$ cat config.mk
export PLATFORM = sky130hd
export DESIGN_NAME = muxed_segment_start_sync
export DESIGN_NICKNAME = d
export VERILOG_FILES = /design/src/hw/rtl/mss_pkg.sv /design/src/hw/rtl/muxed_segment_start_sync.sv /design/src/hw/rtl/mss_slot_table.sv
export SDC_FILE = /design/constraint.sdc
export NUM_CORES = 1
export LEC_CHECK = 0
export BUFFER_PORTS_ARGS = -buffer_cell sky130_fd_sc_hd__buf_4
export CORE_ASPECT_RATIO = 0.9
export CORE_MARGIN = 2
export CORE_UTILIZATION = 52
export CTS_CLUSTER_SIZE = 20
export DETAILED_ROUTE_END_ITERATION = 7
export PLACE_DENSITY = 0.75
export SETUP_SLACK_MARGIN = 0.2
export SLEW_MARGIN = 40
export SYNTH_ARGS = -nofsm -noshare
export SYNTH_HDL_FRONTEND = slang
export SYNTH_SLANG_ARGS = --single-unit
$ cat constraint.sdc
create_clock -name clk -period 9.23 [get_ports clk]
set_input_delay 0.923 -clock clk [delete_from_list [all_inputs] [get_ports clk]]
set_output_delay 0.923 -clock clk [all_outputs]
set_load 0.01 [all_outputs]
$ cat src/hw/rtl/mss_pkg.sv
// ----------------------------------------------------------------------------
// mss_pkg
// Shared constants and types for the muxed segment start synchronizer.
// ----------------------------------------------------------------------------
package mss_pkg;

  localparam int MAX_COMPONENTS = 16;
  localparam int SLOT_W         = $clog2(MAX_COMPONENTS);
  localparam int COMP_W         = 4;
  localparam int STAMP_BITS     = 48;
  localparam int DUR_W          = 32;
  localparam int THR_W          = DUR_W + 1;
  localparam int CFG_IDX_W      = 1;
  localparam int DATA_W         = 56;

  typedef enum logic [CFG_IDX_W-1:0] {
    CFG_REF_COMP = 1'd0,
    CFG_SEG_DUR  = 1'd1
  } cfg_reg_t;

  typedef struct packed {
    logic                  fire;
    logic [COMP_W-1:0]     comp;
    logic                  start;
    logic [STAMP_BITS-1:0] dts;
  } step_t;

  typedef struct packed {
    logic                      mark;
    logic                      is_ref;
    logic [MAX_COMPONENTS-1:0] held;
  } verdict_t;

endpackage

$ cat src/hw/rtl/muxed_segment_start_sync.sv
// ----------------------------------------------------------------------------
// muxed_segment_start_sync
// Segment-start synchronizer for a multiplexed frame descriptor stream.
// ----------------------------------------------------------------------------
// Accepts one frame descriptor per clock unless the output stalls. An input
// register feeds the slot-table decision, whose outcome lands in the result
// register; the slot table is read and updated in the same cycle a frame moves
// there, so consecutive frames on the same component need no spacing. Frames
// before the first marked segment start produce no transfer. Writing the
// reference component clears the table and the synced state; the user must
// write configuration while the stream is idle, which the block does not enforce.
module muxed_segment_start_sync (
  input  logic                              clk,
  input  logic                              rst_n,
  // in_tdata: comp_index[3:0], dts[51:4], zero fill[55:52]
  input  logic                              in_tvalid,
  output logic                              in_tready,
  input  logic [mss_pkg::DATA_W-1:0]        in_tdata,
  // in_tuser: seg_start_in[0]
  input  logic                              in_tuser,
  // out_tdata: out_component[3:0], out_dts[51:4], zero fill[55:52]
  output logic                              out_tvalid,
  input  logic                              out_tready,
  output logic [mss_pkg::DATA_W-1:0]        out_tdata,
  // out_tuser: seg_start_out[0]
  output logic                              out_tuser,
  input  logic                              cfg_valid,
  output logic                              cfg_ready,
  input  logic [mss_pkg::CFG_IDX_W-1:0]     cfg_index,
  input  logic [mss_pkg::DUR_W-1:0]         cfg_data
);

  localparam int PAD_W = mss_pkg::DATA_W - mss_pkg::COMP_W - mss_pkg::STAMP_BITS;

  logic                              s1_valid_r;
  logic [mss_pkg::COMP_W-1:0]        s1_comp_r;
  logic                              s1_start_r;
  logic [mss_pkg::STAMP_BITS-1:0]    s1_dts_r;

  logic                              out_valid_r;
  logic                              out_valid_nxt;
  logic [mss_pkg::COMP_W-1:0]        out_comp_r;
  logic [mss_pkg::STAMP_BITS-1:0]    out_dts_r;
  logic                              out_mark_r;

  logic                              synced_r;
  logic                              synced_nxt;
  logic [mss_pkg::COMP_W-1:0]        ref_comp_r;
  logic [mss_pkg::DUR_W-1:0]         seg_dur_r;

  logic                              adv;
  logic                              emit;
  logic                              cfg_fire;
  logic                              cfg_ref_wr;
  mss_pkg::step_t                    step;
  mss_pkg::verdict_t                 verdict;

  assign cfg_ready  = 1'b1;
  assign cfg_fire   = cfg_valid && cfg_ready;
  assign cfg_ref_wr = cfg_fire && (cfg_index == mss_pkg::CFG_REF_COMP);

  assign adv        = s1_valid_r && (!out_valid_r || out_tready);
  assign in_tready  = !s1_valid_r || adv;

  assign step.fire  = adv;
  assign step.comp  = s1_comp_r;
  assign step.start = s1_start_r;
  assign step.dts   = s1_dts_r;

  mss_slot_table u_slot_table (
    .clk      (clk),
    .rst_n    (rst_n),
    .step     (step),
    .ref_comp (ref_comp_r),
    .seg_dur  (seg_dur_r),
    .clear    (cfg_ref_wr),
    .verdict  (verdict)
  );

  assign emit = verdict.mark || synced_r;

  always_comb begin
    out_valid_nxt = out_valid_r;
    if (adv) begin
      out_valid_nxt = emit;
    end else if (out_tready) begin
      out_valid_nxt = 1'b0;
    end

    synced_nxt = synced_r;
    if (cfg_ref_wr) begin
      synced_nxt = 1'b0;
    end else if (adv && verdict.mark) begin
      synced_nxt = 1'b1;
    end
  end

  always_ff @(posedge clk) begin
    if (!rst_n) begin
      s1_valid_r  <= 1'b0;
      out_valid_r <= 1'b0;
      synced_r    <= 1'b0;
      ref_comp_r  <= '0;
      seg_dur_r   <= '0;
    end else begin
      if (in_tready) begin
        s1_valid_r <= in_tvalid;
      end
      out_valid_r <= out_valid_nxt;
      synced_r    <= synced_nxt;
      if (cfg_ref_wr) begin
        ref_comp_r <= cfg_data[mss_pkg::COMP_W-1:0];
      end
      if (cfg_fire && (cfg_index == mss_pkg::CFG_SEG_DUR)) begin
        seg_dur_r <= cfg_data;
      end
    end
  end

  always_ff @(posedge clk) begin
    if (in_tvalid && in_tready) begin
      s1_comp_r  <= in_tdata[mss_pkg::COMP_W-1:0];
      s1_dts_r   <= in_tdata[mss_pkg::COMP_W +: mss_pkg::STAMP_BITS];
      s1_start_r <= in_tuser;
    end
    if (adv) begin
      out_comp_r <= s1_comp_r;
      out_dts_r  <= s1_dts_r;
      out_mark_r <= verdict.mark;
    end
  end

  assign out_tvalid = out_valid_r;
  assign out_tdata  = {{PAD_W{1'b0}}, out_dts_r, out_comp_r};
  assign out_tuser  = out_mark_r;

  a_mark_syncs: assert property (@(posedge clk) disable iff (!rst_n)
    adv && verdict.mark && !cfg_ref_wr |=> synced_r)
    else $error("segment start did not set synced state");

  a_ref_clears: assert property (@(posedge clk) disable iff (!rst_n)
    adv && verdict.is_ref |=> verdict.held == '0)
    else $error("reference frame left held slots");

  a_forced_single: assert property (@(posedge clk) disable iff (!rst_n)
    adv && verdict.mark && !verdict.is_ref && !cfg_ref_wr |=> $onehot(verdict.held))
    else $error("forced start left more than one held slot");

  a_stall_holds: assert property (@(posedge clk) disable iff (!rst_n)
    s1_valid_r && !adv |=> s1_valid_r && $stable(s1_dts_r) && $stable(s1_comp_r))
    else $error("input register lost a stalled frame");

endmodule

$ cat src/hw/rtl/mss_slot_table.sv
// ----------------------------------------------------------------------------
// mss_slot_table
// Per-component held timestamps with valid bits; decides the segment-start
// mark for one frame and updates the table when the frame is retired.
// ----------------------------------------------------------------------------
module mss_slot_table (
  input  logic                          clk,
  input  logic                          rst_n,
  input  mss_pkg::step_t                step,
  input  logic [mss_pkg::COMP_W-1:0]    ref_comp,
  input  logic [mss_pkg::DUR_W-1:0]     seg_dur,
  input  logic                          clear,
  output mss_pkg::verdict_t             verdict
);

  logic [mss_pkg::MAX_COMPONENTS-1:0] held_valid_r;
  logic [mss_pkg::MAX_COMPONENTS-1:0] held_valid_nxt;
  logic [mss_pkg::STAMP_BITS-1:0]     held_stamp_r [mss_pkg::MAX_COMPONENTS];

  logic [mss_pkg::SLOT_W-1:0]         idx;
  logic                               is_ref;
  logic                               has_slot;
  logic [mss_pkg::STAMP_BITS-1:0]     old_stamp;
  logic [mss_pkg::STAMP_BITS:0]       diff;
  logic [mss_pkg::THR_W-1:0]          thr;
  logic                               late;
  logic                               forced;
  logic                               wr_stamp;
  logic [mss_pkg::MAX_COMPONENTS-1:0] sel;

  always_comb begin
    idx       = mss_pkg::SLOT_W'(step.comp);
    is_ref    = (step.comp == ref_comp);
    has_slot  = (32'(step.comp) < mss_pkg::MAX_COMPONENTS);
    old_stamp = held_valid_r[idx] ? held_stamp_r[idx] : step.dts;
    diff      = {1'b0, step.dts} - {1'b0, old_stamp};
    thr       = {seg_dur, 1'b0};
    late      = !diff[mss_pkg::STAMP_BITS] &&
                (diff[mss_pkg::STAMP_BITS-1:0] >= mss_pkg::STAMP_BITS'(thr));
    forced    = step.start && !is_ref && has_slot && late;
    sel       = mss_pkg::MAX_COMPONENTS'(1) << idx;
    wr_stamp  = step.fire && !is_ref && has_slot && (!held_valid_r[idx] || forced);

    held_valid_nxt = held_valid_r;
    if (step.fire) begin
      if (is_ref) begin
        held_valid_nxt = '0;
      end else if (forced) begin
        held_valid_nxt = sel;
      end else if (has_slot) begin
        held_valid_nxt = held_valid_r | sel;
      end
    end
    if (clear) begin
      held_valid_nxt = '0;
    end

    verdict.mark   = step.start && (is_ref || forced);
    verdict.is_ref = is_ref;
    verdict.held   = held_valid_r;
  end

  always_ff @(posedge clk) begin
    if (!rst_n) begin
      held_valid_r <= '0;
    end else begin
      held_valid_r <= held_valid_nxt;
    end
  end

  always_ff @(posedge clk) begin
    if (wr_stamp) begin
      held_stamp_r[idx] <= step.dts;
    end
  end

endmodule
==> results.cfg <==
[clock_network]
number_of_clock_buffers_inserted_by_tritoncts = 93
clk_latency_ns = 0.65
cts.clk_slew.worst_paths_ns = 0.06
htree_num_levels = 3
postCtsSetupRepairBufs = 0
cts-root-to-sink-buffers = 3
post_cts_resized = 0
clockRootBuffer = sky130_fd_sc_hd__clkbuf_16
cts_tree = done
clock_sink_count = 933
post_cts_hold_buffer_count = 0

[setup_path]
worstSetupStartpointType = register
cpMostUsedCell = sky130_fd_sc_hd__o21ai_0
reg2reg_from = s1_comp_r[1]
critical_path.max_fanout = 29
reg2reg_setup_slack_ns = 0.80
slowest_stage_cell_cp = sky130_fd_sc_hd__mux4_4
setup.worst_path.class = reg -> reg
critical_path.reg2reg.endpoint = u_slot_table.held_stamp_r[7][32]
worst-r2r-cell-count = 28
arrival_ns = 8.75
critPathCaptureType = register
cp_data_required_time_ns = 9.54
max_stage_delay_ns = 0.91

[synth]
synth_largest_area_cell = sky130_fd_sc_hd__edfxtp_1
netlist.area_leader.share_pct = 67.2
compound_cell_area_share_of_the_yosys_netlist_pct = 5.37
synth_area_mm2 = 0.0390
synth-seq-cells = 933
mux_cell_area_share_after_synthesis_pct = 15.6
ys_async_sr_fraction_pct = 0
yosys_warnings = 0
post_synth_main_area_contributors = sky130_fd_sc_hd__edfxtp_1 (67%), sky130_fd_sc_hd__mux4_2 (14%), sky130_fd_sc_hd__dfxtp_1 (3.0%)
postSynthCellCount = 2128
mean_syn_cell_area_um2 = 18.4
synth_xor_area_share_pct = 0.875
synth_top_family_by_area = multiplexers
ys_types = 70
most_used_flip_flop_cell_after_synthesis = sky130_fd_sc_hd__edfxtp_1
synth_simple_gate_area_share_pct = 3.68
synth_sequential_area_ratio_pct = 70.2
area_share_of_fa_ha_maj_cells_after_synthesis_pct = 2.65
synth_edf_count = 874

[power]
power-per-cell-area_mw_per_mm2 = 207
power_leakage_nw = 14.7
max-vdd-ir-drop_v = 0.000141
post-layout-total-power_mw = 9.30

[place]
gp_congestion = 0.935
place.port_buffers = 145
detailed_place_hpwl_um = 53100
placedCellCount = 3195

[sta]
maxClockFrequency_mhz = 119
hold_viol_final = 0
tightest_slew_ns = 0.780
timing.clock.skew_ns = 0.0268
setup_viol = 0
timing.max_slew.rel_slack_pct = 47.8
min_period_over_period_pct = 91.4
setup-tns-final_ns = 0
rsz_0062_raised_after_global_routing = false
timing.final.crit_period_ns = 8.43
timing.final.max_slew_violations = 0

[hold_path]
timing.hold.worst.class = reg -> reg
min_to = synced_r
timing.hold.worst.start = synced_r
number_of_cells_traversed_by_the_worst_hold_path = 2

[final_layout]
final_cell_count_without_fillers = 3375
design.final.nets = 2509
share_of_cells_above_drive_strength_1_pct = 26.4
antenna_cells = 0
fill_cells = 5203
final_core_utilization_pct = 60.2
synthToLayoutAreaGrowth_pct = 14.9

[floorplan]
initial_utilization_pct = 52.4
chipWidth_um = 293
io_pins = 155
floorplan.die_area_mm2 = 0.0773
core-area_mm2 = 0.0745
core.rowCount = 95
die-height_um = 264

[grt]
grt_use_total_pct = 23.4
grt_start_max_net_pins = 65
grt_first_pass_wirelength_um = 135000
grt.overflow.total = 0
antenna_violations_before_repair = 1
grt_pass1_vias = 21206

[drt]
drt_first_iter_violations = 2127
wirelength_um = 90000
detail_route.vias_per_cell = 6.26
post-route-drc-count = 0
drtAntennaViolNets = 0
detail_route.first_pass.iterations = 5
routed-via-count = 21142
wl_per_cell_um = 26.7

[flow_run]
drv_cap = 0

[run_status]
outcome = complete, no violations
[how the worst max path moves through the flow]
stage,from,to,slack [ns],depth (start not counted)
3_5_place_dp,s1_comp_r[0],u_slot_table.held_stamp_r[7][32],0.66,28
6_report,s1_comp_r[1],u_slot_table.held_stamp_r[7][32],0.80,28
2_1_floorplan,register,u_slot_table.held_stamp_r[11][0],0.58,27
4_1_cts,s1_comp_r[0],u_slot_table.held_stamp_r[7][40],0.61,28
3_3_place_gp,s1_comp_r[0],u_slot_table.held_stamp_r[6][32],0.74,28
5_1_grt,s1_comp_r[1],u_slot_table.held_stamp_r[6][45],0.31,28
[cell families after synthesis]
family,Yosys count
flip-flops,933
AO/OA/AOI/OAI,314
AND/OR/NAND/NOR,307
multiplexers,302
buffers and inverters,149
adder cells (fa/ha/maj),82
XOR/XNOR,39
other,2
[cells in the final DEF, fill, tap and decap left out, drive strengths merged, types with 5 or more instances in the layout]
| master | count |
|---|---|
| inv | 50 |
| xor2 | 17 |
| nor2 | 54 |
| nand4 | 20 |
| nand2b | 11 |
| a211oi | 19 |
| and3 | 8 |
| o211ai | 8 |
| o21a | 9 |
| mux2 | 7 |
| ha | 81 |
| mux4 | 245 |
| and2 | 7 |
| a21oi | 91 |
| conb | 5 |
| nor2b | 16 |
| nand3 | 15 |
| a31o | 17 |
| clkinv | 28 |
| nand2 | 136 |
| edfxtp | 874 |
| clkbuf | 129 |
| dfxtp | 59 |
| buf | 207 |
| mux2i | 50 |
| a21o | 15 |
| a211o | 5 |
| a21boi | 33 |
| nor3 | 14 |
| clkinvlp | 5 |
| a22o | 16 |
| o21ai | 69 |
| nor4 | 6 |
| xnor2 | 22 |
[sequential cells by signal, summed over array words and instances (netlist names), 4 cells and up, named ones only]
signal	count
u_slot_table.held_valid_r	16
u_slot_table.held_stamp_r	768
ref_comp_r	4
s1_dts_r	48
s1_comp_r	4
out_dts_r	48
seg_dur_r	32
out_comp_r	4
[area by class of cell]
class	count	area (um^2)	share of cell area, %
Clock buffer	129	2640	5.88
Clock inverter	39	330	0.736
Inverter	48	181	0.404
Multi-Input combinational cell	1049	11200	25.0
Sequential cell	933	27400	61.1
Tap cell	970	1210	2.70
Timing Repair Buffer	207	1850	4.11
[worst max-delay path, delay by kind of cell (launching register included)]
kind / cells / cell delay, ns
buffers and inverters: 3 / 0.96
and+or+nand+nor: 7 / 1.25
DFF: 1 / 0.64
adders and majority gates: 3 / 0.92
xor gates and xnor gates: 1 / 0.16
muxes: 2 / 1.44
AOI/OAI and AO/OA: 12 / 2.66
[power breakdown]
part / switching [mW] / total [mW] / internal (mW)
logic: 0.454 / 0.839 / 0.385
registers: 0.0949 / 4.78 / 4.69
clock network: 1.56 / 3.67 / 2.11
total: 2.11 / 9.30 / 7.18
[cell usage after synthesis (9+ instances only)]
master,n
sky130_fd_sc_hd__edfxtp_1,874
sky130_fd_sc_hd__mux4_2,245
sky130_fd_sc_hd__nand2_1,136
sky130_fd_sc_hd__a21oi_1,87
sky130_fd_sc_hd__ha_1,81
sky130_fd_sc_hd__clkbuf_1,65
sky130_fd_sc_hd__o21ai_0,62
sky130_fd_sc_hd__dfxtp_1,59
sky130_fd_sc_hd__nor2_1,54
sky130_fd_sc_hd__mux2i_1,50
sky130_fd_sc_hd__inv_1,48
sky130_fd_sc_hd__a21boi_0,33
sky130_fd_sc_hd__xnor2_1,22
sky130_fd_sc_hd__nand4_1,20
sky130_fd_sc_hd__a211oi_1,19
sky130_fd_sc_hd__buf_1,18
sky130_fd_sc_hd__xor2_1,17
sky130_fd_sc_hd__a22o_1,16
sky130_fd_sc_hd__nor2b_1,16
sky130_fd_sc_hd__a21o_1,15
sky130_fd_sc_hd__nand3_1,15
sky130_fd_sc_hd__nor3_1,14
sky130_fd_sc_hd__nand2b_1,11
sky130_fd_sc_hd__buf_2,10
sky130_fd_sc_hd__a31o_1,9
sky130_fd_sc_hd__o21a_1,9
[stage by stage]
step / hold WS [ns] / setup slack [ns] / instance area (um^2)
floorplan: 0.421 / 0.576 / 39100
global placement: 0.432 / 0.739 / 41700
detailed placement: 0.447 / 0.656 / 41800
CTS: 0.412 / 0.612 / 44700
global route: 0.423 / 0.315 / 44900
finish: 0.449 / 0.796 / 44900
[layer usage]
layer | vias to the layer above | track usage (%) | part of all wire (%)
li1 | 9059 | - | -
met1 | 11017 | 34.7 | 43
met2 | 935 | 37.0 | 48
met3 | 131 | 3.88 | 7.5
met4 | 0 | 5.03 | 1.8
met5 | - | 0 | 0
(Power assumes the default switching activity.)
